==> src/hdl/qrs_pkg.sv <==
// ----------------------------------------------------------------------------
// qrs_pkg
// Shared types and constants of the quadratic root solver.
// ----------------------------------------------------------------------------
`default_nettype none

package qrs_pkg;

   localparam int COEF_W        = 16;
   localparam int DISC_W        = 34;
   localparam int ROOT_W        = 40;
   localparam int DEN_W         = 17;
   localparam int FRAC_BITS_DEF = 16;

   localparam logic signed [ROOT_W-1:0] ROOT_MAX = {1'b0, {(ROOT_W-1){1'b1}}};
   localparam logic signed [ROOT_W-1:0] ROOT_MIN = {1'b1, {(ROOT_W-1){1'b0}}};

   typedef enum logic [1:0] {
      ST_TWO    = 2'd0,
      ST_DOUBLE = 2'd1,
      ST_NONE   = 2'd2,
      ST_NOTQ   = 2'd3
   } qrs_status_type;

   typedef struct packed {
      logic signed [COEF_W-1:0] coef_a;
      logic signed [COEF_W-1:0] coef_b;
      logic signed [DISC_W-1:0] disc;
      qrs_status_type           status;
   } qrs_side_type;

endpackage

`default_nettype wire

==> src/hdl/qrs_sqrt_cell.sv <==
// ----------------------------------------------------------------------------
// qrs_sqrt_cell
// One digit of the restoring square root; hands its state to the next cell.
// ----------------------------------------------------------------------------
`default_nettype none

module qrs_sqrt_cell
   import qrs_pkg::*;
#(
   parameter int RW = 33
)
(
   input  wire logic          clock,
   input  wire logic          reset,
   input  wire logic          in_valid,
   output logic               in_ready,
   input  wire qrs_side_type  in_side,
   input  wire logic [DISC_W-1:0] in_d,
   input  wire logic [RW+1:0] in_rem,
   input  wire logic [RW-1:0] in_root,
   output logic               out_valid,
   input  wire logic          out_ready,
   output qrs_side_type       out_side,
   output logic [DISC_W-1:0]  out_d,
   output logic [RW+1:0]      out_rem,
   output logic [RW-1:0]      out_root
);

   logic              v_ff;
   qrs_side_type      side_ff;
   logic [DISC_W-1:0] d_ff;
   logic [RW+1:0]     rem_ff;
   logic [RW+1:0]     rem_in;
   logic [RW-1:0]     root_ff;
   logic [RW-1:0]     root_in;
   logic [RW+3:0]     remsh;
   logic [RW+3:0]     trial;
   logic [RW+3:0]     diff;
   logic              ge;

   assign in_ready = !v_ff || out_ready;

   always_comb begin
      remsh   = {in_rem, in_d[DISC_W-1 -: 2]};
      trial   = (RW+4)'({in_root, 2'b01});
      diff    = remsh - trial;
      ge      = remsh >= trial;
      rem_in  = ge ? diff[RW+1:0] : remsh[RW+1:0];
      root_in = {in_root[RW-2:0], ge};
   end

   always_ff @(posedge clock) begin
      if (reset) begin
         v_ff <= 1'b0;
      end else if (in_ready) begin
         v_ff <= in_valid;
      end
      if (in_ready && in_valid) begin
         side_ff <= in_side;
         d_ff    <= in_d << 2;
         rem_ff  <= rem_in;
         root_ff <= root_in;
      end
   end

   assign out_valid = v_ff;
   assign out_side  = side_ff;
   assign out_d     = d_ff;
   assign out_rem   = rem_ff;
   assign out_root  = root_ff;

endmodule

`default_nettype wire

==> config.mk <==
export PLATFORM = sky130hd
export DESIGN_NAME = qrs_sqrt_cell
export DESIGN_NICKNAME = d
export VERILOG_FILES = /design/src/hdl/qrs_pkg.sv /design/src/hdl/qrs_sqrt_cell.sv
export SDC_FILE = /design/constraint.sdc
export NUM_CORES = 1
export LEC_CHECK = 0
export BUFFER_PORTS_ARGS = -buffer_cell sky130_fd_sc_hd__buf_4
export CAP_MARGIN = 20
export CORE_MARGIN = 5
export CORE_UTILIZATION = 40
export DETAILED_ROUTE_END_ITERATION = 16
export PLACE_DENSITY = 0.7
export SETUP_SLACK_MARGIN = 0.4
export SYNTH_ARGS = -nofsm -noshare
export SYNTH_HDL_FRONTEND = slang
export SYNTH_SLANG_ARGS = --single-unit
==> constraint.sdc <==
create_clock -name clock -period 5.55 [get_ports clock]
set_clock_uncertainty 0.2 [all_clocks]
set_input_delay 0.2775 -clock clock [delete_from_list [all_inputs] [get_ports clock]]
set_output_delay 0.2775 -clock clock [all_outputs]
set_load 0.1 [all_outputs]
==> impl_metrics.json <==
{
  "outcome": "complete, no violations",
  "cts_tree": "done",
  "clk_pin_slew_ns": 0.07,
  "yosys.area.top_type": "edfxtp_1",
  "synth.top_cell.area_share": 0.677,
  "grt_pass1_wl_mm": 40.6,
  "yosysMostFrequentCell": "edfxtp_1",
  "cp.required_ns": 5.49,
  "place_congestion": 0.858,
  "path_buf_inv": 4,
  "period_share": 0.710,
  "slowest_stage": "dlygate4sd3_1",
  "seqCellArea_sq_mm": 0.00506,
  "grt_pass1_vias": 6741,
  "switchingPower_w": 0.00159,
  "port_buffers": 343,
  "hold_slack_ns": 0.169,
  "synth.distinct_cells": 47,
  "p_int_w": 0.00252,
  "root_buffer": "clkbuf_16",
  "die_w_um": 147,
  "final_area_sq_mm": 0.0126,
  "synth-seq-cells": 169,
  "ir_drop_uv": 203,
  "grt-ovfl-total": 0,
  "slew_violations": 0,
  "via_count": 6505,
  "synth_edf_count": 168,
  "async_flop_share": 0,
  "path_cells": "dlygate4sd3_1 > buf_4 > inv_1 > ha_1 > nand4_1 > or3_1 > nor3_1 > o211ai_1 > a211oi_1 > o211ai_4 > buf_4 > nand2_1 > o21ai_0",
  "end_kind": "flop",
  "layout-drive-gt1-share": 0.354,
  "p_seq_frac": 0.380,
  "setup_tns_ns": 0,
  "io_pins": 346,
  "start_util": 0.402,
  "worst_pin_slew_ns": 1.03,
  "setup_viol": 0,
  "netSwitchingFraction": 0.387,
  "critPathMaxStageDelay_ns": 0.55,
  "start_kind": "primary input",
  "cts_inserted_buffers": 17,
  "p_leak_nw": 5.45,
  "vias_per_cell": 4.90,
  "grt.total_usage": 0.247,
  "first_pass_iters": 5,
  "clock_power_share": 0.282,
  "slew_headroom": 0.316,
  "die_y_um": 147,
  "min_path_type": "in2reg",
  "htreeDepth": 4,
  "hold_violations": 0,
  "drc": 0,
  "rsz0062_at_grt": "no",
  "nNetsFinal": 1285,
  "drt-wirelength-per-cell_um": 20.3,
  "core_sq_mm": 0.0185,
  "fmax_ghz": 0.254,
  "grt_antenna_before_repair": 3,
  "syn_inst": 554,
  "avgSynthCellArea_sq_um": 13.5,
  "post-route-util": 0.678,
  "synth_warnings": 0,
  "n_fill_cell": 1309,
  "drt_iter0_markers": 379,
  "synth_ff_type": "edfxtp_1",
  "maxCapViolations": 0,
  "clk_path_buf_depth": 2,
  "synthesis.area_sq_mm": 0.00745,
  "cts-resized-gates": 0,
  "row_count": 50,
  "p_per_area_mw_per_mm2": 328,
  "dpl-instance-area_sq_mm": 0.0103,
  "hold_buffers": 169,
  "synth.top_cells.by_count": "edfxtp_1, nand2_1, inv_1",
  "die_area_sq_mm": 0.0215,
  "area_delta_synth_final_pct": 68.4,
  "ant_nets": 0,
  "combPwrFrac": 0.338,
  "critPathArrivalTime_ns": 3.88,
  "multiInputGateArea_sq_mm": 0.00214,
  "insertion_delay_ns": 0.41,
  "post-route-min-period_ns": 3.94,
  "wl_mm": 26.9,
  "path_class": "in2reg",
  "cts.sinks": 169,
  "dp_hpwl_mm": 18.1,
  "cp_common_cell": "buf_4",
  "synth.area.top_cells": "edfxtp_1, ha_1, nand2_1",
  "seq_area_frac_synth": 0.680,
  "grt_max_degree": 97,
  "critPathTopFamily": "buffers and inverters",
  "cts_setup_buffers": 0,
  "critPathMaxFanout": 41
}
[worst paths after layout]
path | start | endpoint | slack, ns | cells past startpoint
hold reg to reg | out_valid$_SDFFE_PP0N_ | out_valid$_SDFFE_PP0N_ | 0.95 | 3
setup reg to reg | out_valid$_SDFFE_PP0N_ | out_side[58]$_DFFE_PP_ | 3.07 | 3
hold / removal | in_rem[34] | out_rem[33]$_DFFE_PP_ | 0.17 | 4
setup / recovery | in_root[24] | out_rem[3]$_DFFE_PP_ | 1.61 | 13
[per-stage QoR]
| step | cells | worst slack (ns) | power, W |
|---|---|---|---|
| 6_report | 1328 | 1.61 | 0.00411 |
| 5_1_grt | 1325 | 1.27 | 0.00425 |
| 2_1_floorplan | 555 | 1.12 | 0.00254 |
| 3_3_place_gp | 1122 | 1.76 | 0.00285 |
| 4_1_cts | 1323 | 1.59 | 0.00412 |
| 3_5_place_dp | 1122 | 1.72 | 0.00286 |
[sequential cells by signal (all words and copies together), names as in the netlist]
| name | flops |
|---|---|
| out_side | 68 |
| out_root | 33 |
| out_valid | 1 |
| out_rem | 35 |
| out_d | 32 |
[power by group through the flow]
stage / Clock, W / Combinational, W / Sequential [W]
finish: 0.00116 / 0.00139 / 0.00156
global route: 0.00123 / 0.00145 / 0.00157
CTS: 0.00118 / 0.00138 / 0.00156
detailed placement: 0 / 0.00128 / 0.00159
global placement: 0 / 0.00127 / 0.00158
floorplan: 0 / 0.000274 / 0.00227
[cell families after synthesis]
family	share of synthesized area
flip-flops	0.680
AO/OA/AOI/OAI	0.117
AND/OR/NAND/NOR	0.0695
buffers and inverters	0.0342
adder cells (fa/ha/maj)	0.0588
XOR/XNOR	0.0388
other	0.000503
multiplexers	0.00134
[routing by layer]
metal,vias to the layer above,GRT usage,wire length [um]
li1,3092,-,-
met1,3067,0.295,10600
met5,-,0,17
met4,2,0.119,1220
met2,291,0.414,13400
met3,53,0.0686,1600
[worst reg2reg max path, stage by stage (launching register included)]
cell and delay (ns):
dfxtp_1 0.33, nand2b_1 0.13, and2_4 0.82, buf_12 0.55
[area by class of cell]
class,count,share of cell area
Inverter,46,0.0138
Timing Repair Buffer,514,0.342
Sequential cell,169,0.403
Clock buffer,18,0.0342
Antenna cell,5,0.000997
Multi-Input combinational cell,328,0.170
Clock inverter,14,0.0118
Tap cell,234,0.0233
[cells in the final DEF (no fill, tap or decap), drive strengths merged, types with 19 or more instances in the layout]
master / netlist / routed
a21o: 19 / 19
o21ai: 46 / 46
buf: 9 / 345
a21oi: 40 / 40
nor2: 22 / 22
nand2: 60 / 60
edfxtp: 168 / 168
dlygate4sd3: 0 / 169
ha: 35 / 35
inv: 46 / 54
(Power assumes the default switching activity.)
