**config.mk**
```make
export PLATFORM = sky130hd
export DESIGN_NAME = qrs_div_cell
export DESIGN_NICKNAME = d
export VERILOG_FILES = /design/src/hdl/qrs_pkg.sv /design/src/hdl/qrs_div_cell.sv
export SDC_FILE = /design/constraint.sdc
export NUM_CORES = 1
export LEC_CHECK = 0
export BUFFER_PORTS_ARGS = -buffer_cell sky130_fd_sc_hd__buf_2
export CAP_MARGIN = 40
export CORE_AREA = 2 2 148 150
export DETAILED_ROUTE_END_ITERATION = 10
export DIE_AREA = 0 0 150 152
export PLACE_DENSITY = 0.65
export SLEW_MARGIN = 20
export SYNTH_ARGS = -nofsm -noshare
export SYNTH_HDL_FRONTEND = slang
export SYNTH_SLANG_ARGS = --single-unit
```
**constraint.sdc**
```tcl
create_clock -name clock -period 8.37 [get_ports clock]
set_clock_uncertainty 0.2 [all_clocks]
set_input_delay 1.674 -clock clock [delete_from_list [all_inputs] [get_ports clock]]
set_output_delay 1.674 -clock clock [all_outputs]
set_load 0.02 [all_outputs]
```
**src/hdl/qrs_pkg.sv**
```systemverilog
// ----------------------------------------------------------------------------
// qrs_pkg
// Shared types and constants of the quadratic root solver.
// ----------------------------------------------------------------------------
`default_nettype none

package qrs_pkg;

   localparam int COEF_W        = 16;
   localparam int DISC_W        = 34;
   localparam int ROOT_W        = 40;
   localparam int DEN_W         = 17;
   localparam int FRAC_BITS_DEF = 16;

   localparam logic signed [ROOT_W-1:0] ROOT_MAX = {1'b0, {(ROOT_W-1){1'b1}}};
   localparam logic signed [ROOT_W-1:0] ROOT_MIN = {1'b1, {(ROOT_W-1){1'b0}}};

   typedef enum logic [1:0] {
      ST_TWO    = 2'd0,
      ST_DOUBLE = 2'd1,
      ST_NONE   = 2'd2,
      ST_NOTQ   = 2'd3
   } qrs_status_type;

   typedef struct packed {
      logic signed [COEF_W-1:0] coef_a;
      logic signed [COEF_W-1:0] coef_b;
      logic signed [DISC_W-1:0] disc;
      qrs_status_type           status;
   } qrs_side_type;

endpackage

`default_nettype wire

```
**src/hdl/qrs_div_cell.sv**
```systemverilog
// ----------------------------------------------------------------------------
// qrs_div_cell
// One quotient bit of two restoring dividers sharing one divisor.
// ----------------------------------------------------------------------------
`default_nettype none

module qrs_div_cell
   import qrs_pkg::*;
#(
   parameter int NW = 34
)
(
   input  wire logic                      clock,
   input  wire logic                      reset,
   input  wire logic                      in_valid,
   output logic                           in_ready,
   input  wire qrs_side_type              in_side,
   input  wire logic [DEN_W-1:0]          in_den,
   input  wire logic [1:0]                in_neg,
   input  wire logic [1:0][NW-1:0]        in_n,
   input  wire logic [1:0][DEN_W-1:0]     in_p,
   output logic                           out_valid,
   input  wire logic                      out_ready,
   output qrs_side_type                   out_side,
   output logic [DEN_W-1:0]               out_den,
   output logic [1:0]                     out_neg,
   output logic [1:0][NW-1:0]             out_n,
   output logic [1:0][DEN_W-1:0]          out_p
);

   logic                      v_ff;
   qrs_side_type              side_ff;
   logic [DEN_W-1:0]          den_ff;
   logic [1:0]                neg_ff;
   logic [1:0][NW-1:0]        n_ff;
   logic [1:0][NW-1:0]        n_in;
   logic [1:0][DEN_W-1:0]     p_ff;
   logic [1:0][DEN_W-1:0]     p_in;
   logic [1:0][DEN_W:0]       t;
   logic [1:0]                ge;

   assign in_ready = !v_ff || out_ready;

   always_comb begin
      for (int l = 0; l < 2; l++) begin
         t[l]    = {in_p[l], in_n[l][NW-1]};
         ge[l]   = t[l] >= {1'b0, in_den};
         p_in[l] = ge[l] ? DEN_W'(t[l] - {1'b0, in_den}) : t[l][DEN_W-1:0];
         n_in[l] = {in_n[l][NW-2:0], ge[l]};
      end
   end

   always_ff @(posedge clock) begin
      if (reset) begin
         v_ff <= 1'b0;
      end else if (in_ready) begin
         v_ff <= in_valid;
      end
      if (in_ready && in_valid) begin
         side_ff <= in_side;
         den_ff  <= in_den;
         neg_ff  <= in_neg;
         n_ff    <= n_in;
         p_ff    <= p_in;
      end
   end

   assign out_valid = v_ff;
   assign out_side  = side_ff;
   assign out_den   = den_ff;
   assign out_neg   = neg_ff;
   assign out_n     = n_ff;
   assign out_p     = p_ff;

endmodule

`default_nettype wire

```
==> results.json <==
{
  "status": "finished clean",
  "final_area_um2": 10800,
  "routed_wl_mm": 24.6,
  "drt-met1-wl_mm": 9.30,
  "ant_nets": 0,
  "drive_above_1_share_pct": 48.0,
  "vias_per_cell": 4.91,
  "gr-total-overflow": 0,
  "fmax_mhz": 246,
  "regToRegSetupSlack_ns": 6.14,
  "vias": 5891,
  "hold_viol_final": 0,
  "worst_pin_slew_ns": 0.563,
  "first_pass_iters": 4,
  "path_cells": "buf_2 > ha_1 > inv_1 > fa_1 > a21o_1 > a221oi_2 > a2111o_1 > nand3_1 > buf_4 > mux2_4",
  "cp_max_fo": 27,
  "start_kind": "input port",
  "antenna_found_initial": 6,
  "dieWidth_um": 150,
  "boundaryPins": 384,
  "clk_latency_ns": 0.43,
  "cpPeakStageDelay_ns": 0.40,
  "numCtsBuffers": 17,
  "setup_tns_ns": 0,
  "rows": 54,
  "ir_drop_uv": 116,
  "top_layer": "met5",
  "grt_setup_unrepaired": "false",
  "place_hpwl_mm": 19.5,
  "drc": 0,
  "die_h_um": 152,
  "synthArstFlopShare_pct": 0,
  "met3RoutedLength_mm": 2.37,
  "grt_first_pass_wirelength_mm": 34.4,
  "grt_start_max_net_pins": 72,
  "worst_setup_path_end_kind": "flip-flop",
  "synthCells": 510,
  "yosys_most_used_dff": "edfxtp_1",
  "crit_slowest_cell": "fa_1",
  "final_cell_mix": "buf_2 (383), edfxtp_1 (189), a21oi_1 (47)",
  "area_growth_pct": 36.6,
  "worst_ep_required_time_ns": 8.35,
  "timing.max_cap.violations": 0,
  "coreArea_um2": 21400,
  "root_buffer": "clkbuf_16",
  "final_nets": 1135,
  "wl_per_cell_um": 20.5,
  "final_common_cell": "buf_2",
  "grt_pass1_vias": 5687,
  "cts_sinks": 190,
  "clk_path_buf_depth": 2,
  "crit_type": "input port to flip-flop",
  "design.die.area_um2": 22800,
  "fill_cells": 1914,
  "hp-class": "flip-flop to flip-flop",
  "initial_core_util_pct": 37.0,
  "cts_resized": 0,
  "gp_congestion": 0.866,
  "synth.avg_cell_area_um2": 15.5,
  "maxSlewViolCount": 0,
  "seq_area_frac_synth_pct": 72.1,
  "drt_iter0_drc": 383,
  "yosysWarnings": 0,
  "setup_viol": 0,
  "syn_area_um2": 7900,
  "crit_path_start": "in_den[0]",
  "dr_wl_met2_mm": 12.1,
  "slew_headroom_pct": 62.5,
  "cts_setup_buffers": 0,
  "min_period_ns": 4.07,
  "power_density_nw_per_um2": 222,
  "tritoncts": "built",
  "hold_start": "out_valid",
  "synth_cell_types": 55,
  "placed_cell_area_um2": 10200,
  "synth-seq-cells": 190,
  "synth_edf_count": 189,
  "hold_buffers": 0,
  "portBuffers": 383,
  "syn_nets": 739,
  "reg2reg_from": "out_valid",
  "crit_arrival_ns": 4.05,
  "clk_pin_slew_ns": 0.07,
  "power.leakage_nw": 4.66,
  "finalCritPeriodShare_pct": 48.6,
  "grt_use_total_pct": 20.7,
  "htree_levels": 4
}
[registers in the layout, summed over array words and instances (netlist names)]
| signal | flops |
|---|---|
| out_den | 17 |
| out_neg | 2 |
| out_valid | 1 |
| out_p | 34 |
| out_side | 68 |
| out_n | 68 |
[layout make-up]
class | instances | area, um2 | share of cell area, %
clock buffer | 18 | 429 | 3.98
inverter | 28 | 105 | 0.974
timing repair buffer | 389 | 2000 | 18.6
multi-input combinational | 280 | 2030 | 18.8
antenna | 2 | 5.00 | 0.0464
clock inverter | 14 | 168 | 1.55
sequential | 190 | 5700 | 52.8
tap | 280 | 350 | 3.25
[stage by stage]
step / power, mW / instances / hold WS (ns) / setup WS (ns) / utilization (%)
after detailed placement: 1.60 / 1166 / 0.312 / 3.91 / 47.6
final: 2.39 / 1201 / 0.330 / 4.30 / 50.5
after global routing: 2.49 / 1200 / 0.369 / 4.21 / 50.5
after floorplan: 1.44 / 510 / 0.529 / 1.32 / -
after global placement: 1.59 / 1165 / 0.297 / 3.95 / 47.4
after CTS: 2.41 / 1198 / 0.324 / 4.32 / 50.4
[cell families after synthesis]
logic type               Yosys count  synth area share [%]
AND/OR/NAND/NOR                   89                  5.36
AO/OA/AOI/OAI                    114                  9.38
XOR/XNOR                          25                  2.77
flip-flops                       190                  72.1
adder cells (fa/ha/maj)           36                  5.90
multiplexers                      16                  2.30
buffers and inverters             40                  2.16
[critical path: cells and delay by family]
family	cells	cell delay [ns]
AO/OA/AOI/OAI	3	0.80
buffers and inverters	3	0.50
AND/OR/NAND/NOR	1	0.14
adder cells (fa/ha/maj)	2	0.61
multiplexers	1	0.31
[path summary, 6_finish.rpt]
| kind | endpoint | cells past startpoint |
|---|---|---|
| worst max-delay path | out_p[12] | 10 |
| worst min register to register | out_valid | 2 |
| worst max register to register | out_p[24] | 4 |
| worst min-delay path | out_valid | 2 |
[power by group]
part           internal (mW)  switching (mW)
clock network          0.404           0.407
registers               1.13          0.0155
logic                  0.162           0.270
total                   1.70           0.692
[synthesized netlist by cell type (all sizes together) (2+ instances only)]
master	n	area, um2
xnor2	18	158
a31oi	4	25.0
or3	4	25.0
xor2	7	61.3
edfxtp	189	5680
nor2	31	116
and3	3	18.8
nand4	8	50.1
a21oi	48	244
mux2	14	161
o21bai	4	30.0
nand3b	2	15.0
a21o	13	97.6
nor3	9	45.0
o311ai	2	17.5
o211ai	2	15.0
a221oi	2	30.0
inv	28	105
nand3	7	35.0
mux2i	2	20.0
buf	8	48.8
a31o	2	17.5
a211oi	4	30.0
a21boi	3	22.5
nand2b	3	18.8
nand2	17	63.8
nor4	2	12.5
fa	2	40.0
clkbuf	4	16.3
o21ai	12	63.8
o2111ai	2	17.5
a22oi	2	15.0
o21a	5	37.5
ha	34	425
[routing by layer]
layer	vias up	track usage, %
met4	6	8.76
met3	43	7.51
li1	2765	-
met5	-	0
met2	244	34.7
met1	2833	23.8
No activity file was read; power rests on OpenSTA's default activity.
