===== config.mk =====
export PLATFORM = sky130hd
export DESIGN_NAME = qrs_front
export DESIGN_NICKNAME = d
export VERILOG_FILES = /design/src/hdl/qrs_pkg.sv /design/src/hdl/qrs_front.sv
export SDC_FILE = /design/constraint.sdc
export NUM_CORES = 2
export LEC_CHECK = 0
export BUFFER_PORTS_ARGS = -buffer_cell sky130_fd_sc_hd__buf_2
export CELL_PAD_IN_SITES_DETAIL_PLACEMENT = 2
export CELL_PAD_IN_SITES_GLOBAL_PLACEMENT = 2
export CORE_MARGIN = 8
export CORE_UTILIZATION = 42
export CTS_BUF_LIST = sky130_fd_sc_hd__clkbuf_16
export DETAILED_ROUTE_END_ITERATION = 10
export PLACE_DENSITY_LB_ADDON = 0.05
export SYNTH_ARGS = -nofsm -noshare
export SYNTH_HDL_FRONTEND = slang
export SYNTH_SLANG_ARGS = --single-unit

===== constraint.sdc =====
create_clock -name clock -period 6.94 [get_ports clock]
set_input_delay 0.347 -clock clock [delete_from_list [all_inputs] [get_ports clock]]
set_output_delay 0.347 -clock clock [all_outputs]
set_load 0.01 [all_outputs]

===== src/hdl/qrs_pkg.sv =====
// ----------------------------------------------------------------------------
// qrs_pkg
// Shared types and constants of the quadratic root solver.
// ----------------------------------------------------------------------------
`default_nettype none

package qrs_pkg;

   localparam int COEF_W        = 16;
   localparam int DISC_W        = 34;
   localparam int ROOT_W        = 40;
   localparam int DEN_W         = 17;
   localparam int FRAC_BITS_DEF = 16;

   localparam logic signed [ROOT_W-1:0] ROOT_MAX = {1'b0, {(ROOT_W-1){1'b1}}};
   localparam logic signed [ROOT_W-1:0] ROOT_MIN = {1'b1, {(ROOT_W-1){1'b0}}};

   typedef enum logic [1:0] {
      ST_TWO    = 2'd0,
      ST_DOUBLE = 2'd1,
      ST_NONE   = 2'd2,
      ST_NOTQ   = 2'd3
   } qrs_status_type;

   typedef struct packed {
      logic signed [COEF_W-1:0] coef_a;
      logic signed [COEF_W-1:0] coef_b;
      logic signed [DISC_W-1:0] disc;
      qrs_status_type           status;
   } qrs_side_type;

endpackage

`default_nettype wire


===== src/hdl/qrs_front.sv =====
// ----------------------------------------------------------------------------
// qrs_front
// Two stages: products b*b and a*c, then discriminant and classification.
// ----------------------------------------------------------------------------
`default_nettype none

module qrs_front
   import qrs_pkg::*;
(
   input  wire logic                     clock,
   input  wire logic                     reset,
   input  wire logic                     in_valid,
   output logic                          in_ready,
   input  wire logic signed [COEF_W-1:0] in_a,
   input  wire logic signed [COEF_W-1:0] in_b,
   input  wire logic signed [COEF_W-1:0] in_c,
   output logic                          out_valid,
   input  wire logic                     out_ready,
   output qrs_side_type                  out_side,
   output logic [DISC_W-1:0]             out_d
);

   logic                             v1_ff;
   logic                             rdy1;
   logic signed [COEF_W-1:0]         a1_ff;
   logic signed [COEF_W-1:0]         b1_ff;
   logic signed [2*COEF_W-1:0]       bb1_ff;
   logic signed [2*COEF_W-1:0]       ac1_ff;
   logic                             v2_ff;
   qrs_side_type                     side2_ff;
   qrs_side_type                     side2_in;
   logic [DISC_W-1:0]                d2_ff;
   logic [DISC_W-1:0]                d2_in;
   logic signed [DISC_W-1:0]         delta;

   assign in_ready = !v1_ff || rdy1;
   assign rdy1     = !v2_ff || out_ready;

   always_ff @(posedge clock) begin
      if (reset) begin
         v1_ff <= 1'b0;
         v2_ff <= 1'b0;
      end else begin
         if (in_ready) v1_ff <= in_valid;
         if (rdy1)     v2_ff <= v1_ff;
      end
      if (in_ready && in_valid) begin
         a1_ff  <= in_a;
         b1_ff  <= in_b;
         bb1_ff <= in_b * in_b;
         ac1_ff <= in_a * in_c;
      end
      if (rdy1 && v1_ff) begin
         side2_ff <= side2_in;
         d2_ff    <= d2_in;
      end
   end

   always_comb begin
      delta = DISC_W'(bb1_ff) - (DISC_W'(ac1_ff) <<< 2);
      side2_in.coef_a = a1_ff;
      side2_in.coef_b = b1_ff;
      side2_in.disc   = delta;
      d2_in           = '0;
      if (a1_ff == '0) begin
         side2_in.status = ST_NOTQ;
         side2_in.disc   = '0;
      end else if (delta < 0) begin
         side2_in.status = ST_NONE;
      end else if (delta == '0) begin
         side2_in.status = ST_DOUBLE;
      end else begin
         side2_in.status = ST_TWO;
         d2_in           = delta;
      end
   end

   assign out_valid = v2_ff;
   assign out_side  = side2_ff;
   assign out_d     = d2_ff;

endmodule

`default_nettype wire


==> impl_results.md <==
- Std-Cell Rows: 92
- Clock root cell: clkbuf_16
- Layout Cells excl Fill: 3607
- Unrepaired setup endpoints after global routing: false
- Initial Utilization: 42.39%
- Skew-Pair Late Insertion Delay: 0.49 ns
- Pin count of the biggest net entering global routing: 76
- Die Footprint: 71740 um^2
- Mean post-synth cell area: 10.23 um^2
- Count of final max-slew check failures: 0
- Final core utilization: a little under half
- Max-cap violations: 0
- Worst R2R End: out_side[0]$_SDFFCE_PP1P_
- CP Launch Type: primary input
- Nets@finish: 3495
- Final Setup Violations: 0
- Worst hold endpoint: v1_ff$_SDFFE_PP0N_
- Routed WL: 75770 um
- Main synth FF type: edfxtp_1
- HPWL after DPL: 63600 um
- GRT Resource Usage Total: 22.31%
- DR WL/cell: roughly 21 um
- Final Cycle Share: 93.95%
- CTS tree: done
- Routability congestion estimate: 0.8308
- DRT Pass-1 Iters: 5
- Synth Area in Simple Gates: 11.54%
- Mapped cell area: between 20000 and 30000 um^2
- Synth warn: 0
- Slew @ Worst Pin: around 1.2 ns
- Initial antenna violation count: 1
- Clk_skew: 0.01493 ns
- R2R Setup Slk: between 2 and 3 ns
- CP required: 7.19 ns
- Normalized max-slew margin: 16.66%
- CTS max path bufs: 2
- Setup WS pre-CTS: -0.1163 ns
- Fin. Hold Viols: 0
- Largest family of logic cells by synthesized area: adder cells
- Adder-cell area share of the yosys netlist: 46.65%
- Hold depth: 3
- Inst Count DP: 3574
- Setup_tns: 0 ns
- Post-synth ARST share: 0%
- Routed via count: 18380
- Top-count cell post-synth: inv_1
- Vias/cell: 5.096
- Core Area: between 60000 and 70000 um^2
- Multiplexer share of the synthesized area: less than 1%
- Crit path time final: 6.520 ns
- IO Pins: around 160
- Worst-path clk slew: 0.09 ns
- Final Worst Setup Slack: around 0.42 ns
- Share of cells above drive strength 1: under 10%
- Commonest cells post-synth: 661 x inv_1, 497 x fa_1, 236 x nand2_1
- Post-synth top area cell: fa_1
- Seq/Total Area, Yosys: 22.02%
- # resized after CTS: 0
- Seq cells post-synth: roughly 200
- Die H: 267.9 um
- ANT nets after route: 0
- Endpoint type of the worst setup path: register
- Die Wd: 267.9 um
- Number of buffers created by CTS: 17
- Total gr overflow: 0
- Worst min path class: in2reg
- Htree depth: 4
- # clock sinks: 196
- Critical-path maximum fanout: 11
- Reg2Reg Depth: 11
- Unique cell type count in the Yosys netlist: 69
- Drc violations: 0
- Vias in the first global route: 22770
- First-pass GRT wire length: 124200 um
- Synth Area in Compound Gates: 5.758%
- Worst min-delay path startpoint: in_valid
- Fmax achieved: 153.4 MHz
- Worst Path Arrival: 6.77 ns
- Largest cells by area after synthesis: fa_1 37%, edfxtp_1 22%, inv_1 9.3%, ha_1 9.3%, and2_1 4.0%
- Status: complete, no violations
- Post-synth top area share: 37.35%
- Area growth syn-to-layout: 9.065%
- IO buf count: 153
- Mapped Cells: 2603
- Post-synthesis xor/xnor area fraction: around 3.5%
- DRT iter0 DRCs: 852
- WS Path Type: in2reg
- Reg2reg start: bb1_ff[6]$_DFFE_PP_
- Diode count: 0
- Post-synth EDFFs: 194
==> metal layers <==
metal | part of all wire, % | vias up | global-route usage [%]
met4 | 1.6 | 0 | 4.855
met1 | 42 | 9827 | 27.32
li1 | - | 8223 | -
met3 | 2.9 | 79 | 2.735
met5 | 0 | - | 0
met2 | 54 | 251 | 41.76
==> state kept, by name (all words and copies together), names as in the netlist <==
| signal | cells |
|---|---|
| a1_ff | 16 |
| ac1_ff | 32 |
| b1_ff | 16 |
| bb1_ff | 30 |
| out_d | 33 |
| out_side | 67 |
| out_valid | 1 |
| v1_ff | 1 |
==> cells in the final DEF (no fill, tap or decap), types with 7 or more instances in the layout <==
master,synthesis,final
inv_1,661,663
fa_1,497,497
nand2_1,236,236
ha_1,198,198
edfxtp_1,194,194
and2_1,172,171
buf_2,2,153
nor2_1,132,132
xnor2_1,75,75
a21oi_1,72,72
buf_4,7,44
a21o_1,33,33
o21ai_0,30,30
xor2_1,30,30
clkbuf_16,0,17
nand2b_1,16,16
nand3_1,14,14
nand4_1,14,14
a31oi_1,13,13
nor2b_1,13,12
o21bai_1,12,12
nor4_1,10,10
nor3_1,9,9
and3_1,8,8
o31ai_1,7,7
==> metrics by stage <==
| stage | hold slack (ns) | area [um^2] |
|---|---|---|
| 6_report | 0.08192 | 29060 |
| 5_1_grt | 0.07855 | 29060 |
| 4_1_cts | 0.05481 | 29060 |
| 3_5_place_dp | 0.4056 | 28500 |
| 3_3_place_gp | 0.4008 | 28500 |
| 2_1_floorplan | 0.4003 | 26650 |
==> cells by family after synthesis <==
group                    Yosys count
AND/OR/NAND/NOR                  640
XOR/XNOR                         105
AO/OA/AOI/OAI                    229
other                              1
multiplexers                       2
flip-flops                       196
adder cells (fa/ha/maj)          695
buffers and inverters            735
==> worst max path at each step <==
stage            start              endpoint  slack (ns)
4_1_cts        in_b[6]  bb1_ff[30]$_DFFE_PP_        0.38
3_3_place_gp   in_b[8]  bb1_ff[31]$_DFFE_PP_        0.25
5_1_grt        in_b[6]  bb1_ff[30]$_DFFE_PP_         0.1
3_5_place_dp   in_b[6]  bb1_ff[30]$_DFFE_PP_       -0.12
2_1_floorplan  in_b[8]  bb1_ff[31]$_DFFE_PP_        0.64
6_report       in_b[6]  bb1_ff[30]$_DFFE_PP_        0.42
==> area by class of cell <==
class | count | area, um^2
clock buffer | 17 | 425.4
clock inverter | 15 | 120.1
fill | 6705 | 33790
inverter | 661 | 2481
multi-input combinational | 1674 | 18000
sequential | 196 | 5866
tap | 846 | 1059
timing repair buffer | 198 | 1106
==> worst max-delay path: stages <==
cell and delay, ns:
buf_2 0.26, and2_1 0.22, inv_1 0.07, fa_1 0.50
inv_1 0.06, fa_1 0.53, ha_1 0.14, inv_1 0.06
fa_1 0.47, inv_1 0.07, fa_1 0.58, fa_1 0.43
ha_1 0.34, a2111oi_0 0.56, o21ai_0 0.34, a221oi_2 0.46
o221ai_1 0.22, o311ai_1 0.31, buf_4 0.19, a31oi_1 0.13
a21o_1 0.21, a21oi_1 0.16, xnor2_1 0.08
==> what timing repair did <==
action / 4_1_cts / 5_1_grt
hold endpoints to repair: 1 / 0
hold buffers: 1 / 0
setup buffers: 0 / 0
Power is not shown: default switching activity piles up to over one toggle a cycle in this logic, so the estimate is an artifact.
